==> src/lru_pkg.sv <==
// ----------------------------------------------------------------------------
// lru_pkg: shared types and constants for the LRU page replacement block
// Register indexes, configuration field widths and their reset values.
// ----------------------------------------------------------------------------
`default_nettype none

package lru_pkg;

	// configuration register indexes
	typedef enum logic [0:0] {
		CFG_FRAMES_IN_USE = 1'b0,
		CFG_PAGE_COUNT    = 1'b1
	} cfg_index_t;

	localparam int FIU_W      = 4;
	localparam int PCNT_W     = 9;
	localparam int CFG_DATA_W = 9;
	localparam int FRAME_W    = 3;

	localparam logic [FIU_W-1:0]  FIU_RESET  = 4'd8;
	localparam logic [PCNT_W-1:0] PCNT_RESET = 9'd256;

endpackage

`default_nettype wire

==> src/lru_page_replacement.sv <==
// ----------------------------------------------------------------------------
// lru_page_replacement: least-recently-used page frame replacement
// Keeps resident pages in a recency-ordered chain of cells, one per frame.
// ----------------------------------------------------------------------------
// Usage:
//   Input channel (in_valid/in_ready, page_number) takes one page reference
//   per transaction. Output channel (out_valid/out_ready) returns one result
//   per reference: page_ok, hit, frame_index, evicted, evicted_page.
//   Configuration channel (cfg_valid/cfg_ready, cfg_index, cfg_data) writes
//   frames_in_use (index 0) and page_count (index 1); always ready. The user
//   must write it only while the block is idle; the block does not enforce this.
// Latency and throughput:
//   A result appears in the output register in the cycle after its reference
//   is accepted. One reference per cycle is sustained unless the output stalls:
//   the match and position decode are combinational ahead of the cell chain.
// Reset:
//   All cells empty, no frames filled, frames_in_use = 8, page_count = 256.
// Stall:
//   While a result waits in the output register and out_ready is low,
//   in_ready drops; the result holds until taken.
// ----------------------------------------------------------------------------
`default_nettype none

module lru_page_replacement #(
	parameter int FRAMES    = 8,
	parameter int PAGE_BITS = 8
) (
	input  wire logic                              clk,
	input  wire logic                              arst_n,
	input  wire logic                              in_valid,
	output logic                                   in_ready,
	input  wire logic [PAGE_BITS-1:0]              page_number,
	output logic                                   out_valid,
	input  wire logic                              out_ready,
	output logic                                   page_ok,
	output logic                                   hit,
	output logic [lru_pkg::FRAME_W-1:0]            frame_index,
	output logic                                   evicted,
	output logic [PAGE_BITS-1:0]                   evicted_page,
	input  wire logic                              cfg_valid,
	output logic                                   cfg_ready,
	input  wire logic [0:0]                        cfg_index,
	input  wire logic [lru_pkg::CFG_DATA_W-1:0]    cfg_data
);

	localparam int IDX_W = (FRAMES > 1) ? $clog2(FRAMES) : 1;
	localparam int CNT_W = $clog2(FRAMES + 1);
	localparam int LIM_W = (CNT_W > lru_pkg::FIU_W) ? CNT_W : lru_pkg::FIU_W;
	localparam int CMP_W = (PAGE_BITS > lru_pkg::PCNT_W) ? PAGE_BITS : lru_pkg::PCNT_W;
	localparam int FOUT_W = (IDX_W > lru_pkg::FRAME_W) ? IDX_W : lru_pkg::FRAME_W;
	localparam logic [LIM_W-1:0] FRAMES_L = LIM_W'(FRAMES);

	// configuration registers
	logic [lru_pkg::FIU_W-1:0]  frames_in_use_q;
	logic [lru_pkg::PCNT_W-1:0] page_count_q;
	logic [CNT_W-1:0]           filled_q;

	// cell chain signals; index 0 is the most recent
	logic                 cell_valid [FRAMES];
	logic [PAGE_BITS-1:0] cell_page  [FRAMES];
	logic [IDX_W-1:0]     cell_frame [FRAMES];
	logic                 cell_match [FRAMES];
	logic                 cell_shift [FRAMES];

	logic                 accept;
	logic                 go;
	logic                 ok;
	logic                 any_hit;
	logic                 insert;
	logic [IDX_W-1:0]     hit_pos;
	logic [IDX_W-1:0]     hit_frame;
	logic [IDX_W-1:0]     tgt;
	logic [IDX_W-1:0]     new_frame;
	logic [CNT_W-1:0]     filled_m1;
	logic [LIM_W-1:0]     fiu_ext;
	logic [LIM_W-1:0]     limit;
	logic [FOUT_W-1:0]    frame_ext;

	// output register
	logic                 out_valid_q;
	logic                 page_ok_q;
	logic                 hit_q;
	logic [lru_pkg::FRAME_W-1:0] frame_index_q;
	logic                 evicted_q;
	logic [PAGE_BITS-1:0] evicted_page_q;

	assign cfg_ready = 1'b1;
	assign in_ready  = !out_valid_q || out_ready;
	assign accept    = in_valid && in_ready;

	// take configuration writes
	always_ff @(posedge clk or negedge arst_n) begin
		if (!arst_n) begin
			frames_in_use_q <= lru_pkg::FIU_RESET;
			page_count_q    <= lru_pkg::PCNT_RESET;
		end else if (cfg_valid) begin
			unique case (lru_pkg::cfg_index_t'(cfg_index))
				lru_pkg::CFG_FRAMES_IN_USE: begin
					frames_in_use_q <= cfg_data[lru_pkg::FIU_W-1:0];
				end
				lru_pkg::CFG_PAGE_COUNT: begin
					page_count_q <= cfg_data[lru_pkg::PCNT_W-1:0];
				end
				default: begin
				end
			endcase
		end
	end

	// range check and active frame limit
	always_comb begin
		ok      = CMP_W'(page_number) < CMP_W'(page_count_q);
		fiu_ext = LIM_W'(frames_in_use_q);
		if (fiu_ext == '0) begin
			limit = LIM_W'(1);
		end else if (fiu_ext > FRAMES_L) begin
			limit = FRAMES_L;
		end else begin
			limit = fiu_ext;
		end
	end

	// encode the matching position and its frame; at most one cell matches
	always_comb begin
		any_hit   = 1'b0;
		hit_pos   = '0;
		hit_frame = '0;
		for (int k = 0; k < FRAMES; k++) begin
			if (cell_match[k]) begin
				any_hit   = 1'b1;
				hit_pos   = hit_pos | IDX_W'(k);
				hit_frame = hit_frame | cell_frame[k];
			end
		end
	end

	// pick the deepest position that moves: hit, next empty, or the oldest
	always_comb begin
		filled_m1 = filled_q - CNT_W'(1);
		insert    = !any_hit && (LIM_W'(filled_q) < limit);
		if (any_hit) begin
			tgt = hit_pos;
		end else if (insert) begin
			tgt = filled_q[IDX_W-1:0];
		end else begin
			tgt = filled_m1[IDX_W-1:0];
		end
		if (any_hit) begin
			new_frame = hit_frame;
		end else if (insert) begin
			new_frame = filled_q[IDX_W-1:0];
		end else begin
			new_frame = cell_frame[tgt];
		end
		go = accept && ok;
	end

	// chain of cells; the referenced page enters at the top
	for (genvar g = 0; g < FRAMES; g++) begin : g_cell
		localparam logic [IDX_W-1:0] POS = IDX_W'(g);
		logic                 pv;
		logic [PAGE_BITS-1:0] pp;
		logic [IDX_W-1:0]     pf;

		if (g == 0) begin : g_top
			assign pv = 1'b1;
			assign pp = page_number;
			assign pf = new_frame;
		end else begin : g_rest
			assign pv = cell_valid[g-1];
			assign pp = cell_page[g-1];
			assign pf = cell_frame[g-1];
		end

		assign cell_shift[g] = go && (POS <= tgt);

		lru_cell #(
			.PAGE_BITS (PAGE_BITS),
			.IDX_W     (IDX_W)
		) u_cell (
			.clk        (clk),
			.arst_n     (arst_n),
			.shift      (cell_shift[g]),
			.prev_valid (pv),
			.prev_page  (pp),
			.prev_frame (pf),
			.ref_page   (page_number),
			.valid      (cell_valid[g]),
			.page       (cell_page[g]),
			.frame      (cell_frame[g]),
			.match      (cell_match[g])
		);
	end

	// count filled frames
	always_ff @(posedge clk or negedge arst_n) begin
		if (!arst_n) begin
			filled_q <= '0;
		end else if (go && insert) begin
			filled_q <= filled_q + CNT_W'(1);
		end
	end

	// hold the result until taken
	always_ff @(posedge clk or negedge arst_n) begin
		if (!arst_n) begin
			out_valid_q <= 1'b0;
		end else if (accept) begin
			out_valid_q <= 1'b1;
		end else if (out_ready) begin
			out_valid_q <= 1'b0;
		end
	end

	assign frame_ext = FOUT_W'(new_frame);

	always_ff @(posedge clk) begin
		if (accept) begin
			page_ok_q      <= ok;
			hit_q          <= ok && any_hit;
			frame_index_q  <= ok ? frame_ext[lru_pkg::FRAME_W-1:0] : '0;
			evicted_q      <= ok && !any_hit && !insert;
			evicted_page_q <= (ok && !any_hit && !insert) ? cell_page[tgt] : '0;
		end
	end

	assign out_valid    = out_valid_q;
	assign page_ok      = page_ok_q;
	assign hit          = hit_q;
	assign frame_index  = frame_index_q;
	assign evicted      = evicted_q;
	assign evicted_page = evicted_page_q;

endmodule

`default_nettype wire

==> src/lru_cell.sv <==
// ----------------------------------------------------------------------------
// lru_cell: one position of the recency stack
// Holds a resident page and its frame number. Position k of the chain is
// recency rank k. On shift, the cell takes its neighbor's entry.
// ----------------------------------------------------------------------------
`default_nettype none

module lru_cell #(
	parameter int PAGE_BITS = 8,
	parameter int IDX_W     = 3
) (
	input  wire logic                 clk,
	input  wire logic                 arst_n,
	input  wire logic                 shift,
	input  wire logic                 prev_valid,
	input  wire logic [PAGE_BITS-1:0] prev_page,
	input  wire logic [IDX_W-1:0]     prev_frame,
	input  wire logic [PAGE_BITS-1:0] ref_page,
	output logic                      valid,
	output logic [PAGE_BITS-1:0]      page,
	output logic [IDX_W-1:0]          frame,
	output logic                      match
);

	logic                 valid_q;
	logic [PAGE_BITS-1:0] page_q;
	logic [IDX_W-1:0]     frame_q;

	// occupancy flag moves down the chain with its entry
	always_ff @(posedge clk or negedge arst_n) begin
		if (!arst_n) begin
			valid_q <= 1'b0;
		end else if (shift) begin
			valid_q <= prev_valid;
		end
	end

	// take the neighbor's entry
	always_ff @(posedge clk) begin
		if (shift) begin
			page_q  <= prev_page;
			frame_q <= prev_frame;
		end
	end

	// compare the referenced page against the held one
	assign match = valid_q && (page_q == ref_page);
	assign valid = valid_q;
	assign page  = page_q;
	assign frame = frame_q;

endmodule

`default_nettype wire

==> config.mk <==
export PLATFORM = sky130hd
export DESIGN_NAME = lru_page_replacement
export DESIGN_NICKNAME = d
export VERILOG_FILES = /design/src/lru_pkg.sv /design/src/lru_page_replacement.sv /design/src/lru_cell.sv
export SDC_FILE = /design/constraint.sdc
export NUM_CORES = 1
export LEC_CHECK = 0
export BUFFER_PORTS_ARGS = -buffer_cell sky130_fd_sc_hd__buf_2
export CELL_PAD_IN_SITES_DETAIL_PLACEMENT = 0
export CELL_PAD_IN_SITES_GLOBAL_PLACEMENT = 1
export CORE_ASPECT_RATIO = 1.75
export CORE_UTILIZATION = 50
export CTS_BUF_LIST = sky130_fd_sc_hd__clkbuf_8
export CTS_CLUSTER_DIAMETER = 200
export CTS_CLUSTER_SIZE = 12
export DETAILED_ROUTE_END_ITERATION = 6
export PLACE_DENSITY_LB_ADDON = 0.1
export SLEW_MARGIN = 20
export SYNTH_ARGS = -nofsm -noshare
export SYNTH_HDL_FRONTEND = slang
export SYNTH_SLANG_ARGS = --single-unit
==> constraint.sdc <==
create_clock -name clk -period 8.16 [get_ports clk]
set_input_delay 2.04 -clock clk [delete_from_list [all_inputs] [get_ports clk]]
set_output_delay 2.04 -clock clk [all_outputs]
set_load 0.1 [all_outputs]
==> impl_metrics.sql <==
INSERT INTO impl_metrics (metric_group, metric, value, unit) VALUES
('hold_path', 'hold_class', 'reg2reg', ''),
('setup_path', 'critical_path.cell_chain', 'buf_2 -> xnor2_1 -> nand4_1 -> nor3_2 -> nor4_4 -> and3_1 -> nor2_4 -> nand2_1 -> nor3_2 -> mux2_1', ''),
('floorplanning', 'dieArea', '0.0140', 'sq mm'),
('sta', 'setup_violations', '0', ''),
('routing', 'drt-total-wl', '16.2', 'mm'),
('setup_path', 'critical_path.reg2reg.endpoint', 'g_cell[7].u_cell.valid', ''),
('sta', 'clock-skew-final', '0.0122', 'ns'),
('sta', 'fin_setup_tns', '0', 'ns'),
('routing', 'final_antenna_net_count', '0', ''),
('synth', 'yosysTopAreaCell', 'sky130_fd_sc_hd__edfxtp_1', ''),
('synth', 'postSynth.asyncResetShare', '20.3', '%'),
('synth', 'netlist_top_cells_area', 'sky130_fd_sc_hd__edfxtp_1 45%, sky130_fd_sc_hd__dfrtp_1 8.9%, sky130_fd_sc_hd__xnor2_1 8.6%, sky130_fd_sc_hd__mux2i_1 5.0%, sky130_fd_sc_hd__nand2_1 2.6%', ''),
('clock_network', 'cts.repair_timing.setup_buffer_count', '0', ''),
('power', 'maximum_vdd_ir_drop', '0.227', 'mV'),
('setup_path', 'critPathMaxStageDelay', '0.75', 'ns'),
('setup_path', 'critical_path.startpoint', 'page_number[3]', ''),
('floorplanning', 'floorplan.initialDensity', '51.6', '%'),
('power', 'p_leak', '2.71', 'nW'),
('sta', 'maxSlewViolCount', '0', ''),
('clock_network', 'numClockSinks', '128', ''),
('place', 'placed_cells', '721', ''),
('floorplanning', 'io_pins', '40', ''),
('synth', 'synth_top_cells_by_count', '102 x sky130_fd_sc_hd__edfxtp_1, 66 x sky130_fd_sc_hd__xnor2_1, 47 x sky130_fd_sc_hd__nand2_1', ''),
('setup_path', 'critical_path_endpoint', 'g_cell[7].u_cell.valid', ''),
('setup_path', 'start_kind', 'input port', ''),
('routing', 'route.detailed.wl_per_inst', '21.5', 'um'),
('sta', 'slew_headroom', '33.6', '%'),
('global_route', 'globalRouteTotalUtil', '24.6', '%'),
('setup_path', 'crit_type', 'in2reg', ''),
('global_route', 'antenna_found_initial', '0', ''),
('outcome', 'status', 'finished clean', ''),
('global_route', 'grt_pass1_wl', '25.5', 'mm'),
('place', 'post_detailed_placement_cell_area', '0.00701', 'sq mm'),
('routing', 'avgViaCountPerCell', '5.77', ''),
('setup_path', 'endpoint_kind', 'register', ''),
('layout', 'area.growth.synth_to_final', '10.2', '%'),
('sta', 'fmax', '193', 'MHz'),
('sta', 'grt_setup_unrepaired', 'false', ''),
('place', 'port_buffers', '38', ''),
('layout', 'design.final.nets', '604', ''),
('global_route', 'grt_max_degree', '29', ''),
('clock_network', 'clk_pin_slew', '0.08', 'ns'),
('clock_network', 'tritoncts', 'built', ''),
('global_route', 'vias_in_the_first_global_route', '4587', ''),
('sta', 'layout_min_cycle_time', '5.19', 'ns'),
('sta', 'worstMarginPinSlew', '0.990', 'ns'),
('place', 'preCtsSetupSlack', '2.53', 'ns'),
('layout', 'drive_gt1_share', '22.2', '%'),
('setup_path', 'worst_path_dominant_cell_family', 'simple AND/OR/NAND/NOR gates', ''),
('synth', 'ys_dominant_reg_cell', 'sky130_fd_sc_hd__edfxtp_1', ''),
('clock_network', 'number_of_levels_in_the_clock_h_tree', '4', ''),
('clock_network', 'cts_resized', '0', ''),
('setup_path', 'critPathSlowestCell', 'sky130_fd_sc_hd__nor3_2', ''),
('clock_network', 'later_pin_clock_latency_in_the_skew_report', '0.43', 'ns'),
('clock_network', 'clock_path_buffers', '2', ''),
('synth', 'synth.avg_cell_area', '12.7', 'sq um'),
('setup_path', 'reg2regPathDepth', '11', ''),
('setup_path', 'path_max_fanout', '19', ''),
('place', 'dp.final_hpwl', '12.3', 'mm'),
('layout', 'finalNonFillerCells', '753', ''),
('setup_path', 'worst_r2r_startpoint', 'fiu_ext[3]', ''),
('routing', 'via_count', '4343', ''),
('global_route', 'global_route.overflow_total', '0', ''),
('synth', 'fraction_of_the_yosys_area_taken_by_sequential_cells', '55.1', '%'),
('layout', 'final_area', '0.00743', 'sq mm'),
('place', 'gpl.final_weighted_congestion', '0.898', ''),
('setup_path', 'worst_ep_arrival_time', '5.50', 'ns'),
('clock_network', 'numCtsBuffers', '17', ''),
('routing', 'drc', '0', ''),
('synth', 'synth_cells', '530', ''),
('synth', 'synthesis.nets', '565', '');
==> flip-flops by register name, indices dropped and copies added (netlist names) <==
register and count:
evicted 1, evicted_page 8, filled_q 4, fiu_ext 4, frame_index 3, g_cell.u_cell.frame 24, g_cell.u_cell.page 64, g_cell.u_cell.valid 8
hit 1, out_valid 1, page_count_q 9, page_ok 1
==> where the power goes <==
group / leakage [nW] / switching [mW] / internal [mW] / total [mW]
combinational: 1.27 / 1.08 / 0.536 / 1.61
sequential: 1.23 / 0.118 / 0.929 / 1.05
clock: 0.204 / 0.274 / 0.307 / 0.581
==> cell usage in the layout (no fill, tap or decap), types with 4 or more instances in the layout <==
| cell | count |
|---|---|
| sky130_fd_sc_hd__buf_2 | 38 |
| sky130_fd_sc_hd__and2_1 | 6 |
| sky130_fd_sc_hd__clkbuf_8 | 17 |
| sky130_fd_sc_hd__mux2i_1 | 34 |
| sky130_fd_sc_hd__inv_1 | 17 |
| sky130_fd_sc_hd__mux2_1 | 6 |
| sky130_fd_sc_hd__a22oi_1 | 8 |
| sky130_fd_sc_hd__buf_4 | 5 |
| sky130_fd_sc_hd__ha_1 | 12 |
| sky130_fd_sc_hd__nor3_2 | 9 |
| sky130_fd_sc_hd__dfrtp_1 | 24 |
| sky130_fd_sc_hd__o211ai_1 | 6 |
| sky130_fd_sc_hd__nand2_1 | 47 |
| sky130_fd_sc_hd__xnor2_1 | 66 |
| sky130_fd_sc_hd__nor2_1 | 11 |
| sky130_fd_sc_hd__nor3_1 | 10 |
| sky130_fd_sc_hd__or4_4 | 4 |
| sky130_fd_sc_hd__nand4_1 | 7 |
| sky130_fd_sc_hd__mux2_2 | 13 |
| sky130_fd_sc_hd__nand2b_1 | 5 |
| sky130_fd_sc_hd__o21ai_0 | 6 |
| sky130_fd_sc_hd__inv_6 | 5 |
| sky130_fd_sc_hd__a21oi_1 | 13 |
| sky130_fd_sc_hd__nand3_1 | 31 |
| sky130_fd_sc_hd__edfxtp_1 | 102 |
==> cells by family after synthesis <==
family / synth area share (%)
and+or+nand+nor: 12.7
DFF: 55.1
AOI/OAI and AO/OA: 8.72
xor gates and xnor gates: 8.83
muxes: 8.66
buffers and inverters: 3.75
adders and majority gates: 2.23
other: 0.0556
==> cell type report <==
type                            instances  area [sq um]
Clock buffer                           17           234
Clock inverter                         15           184
Fill cell                            1128          5640
Inverter                               18          67.6
Multi-Input combinational cell        361          2790
Sequential cell                       128          3720
Tap cell                              171           214
Timing Repair Buffer                   43           228
==> metal layers <==
layer | up-vias | part of all wire, % | global-route usage [%]
li1 | 2041 | - | -
met1 | 2097 | 38 | 27.8
met2 | 166 | 54 | 44.2
met3 | 39 | 5.2 | 4.53
met4 | 0 | 3.6 | 12.3
met5 | - | 0 | 0
==> worst min-delay path by stage <==
stage	from	endpoint	slack (ns)	depth (start not counted)
finish	filled_q[3]	filled_q[3]	0.48	1
global route	filled_q[3]	filled_q[3]	0.51	1
CTS	filled_q[3]	filled_q[3]	0.49	1
detailed placement	g_cell[0].u_cell.valid	g_cell[0].u_cell.valid	0.48	1
global placement	g_cell[0].u_cell.valid	g_cell[0].u_cell.valid	0.48	1
floorplan	g_cell[3].u_cell.frame[0]	g_cell[4].u_cell.frame[0]	0.44	0
Note: power is estimated with default switching activity, not from simulation.
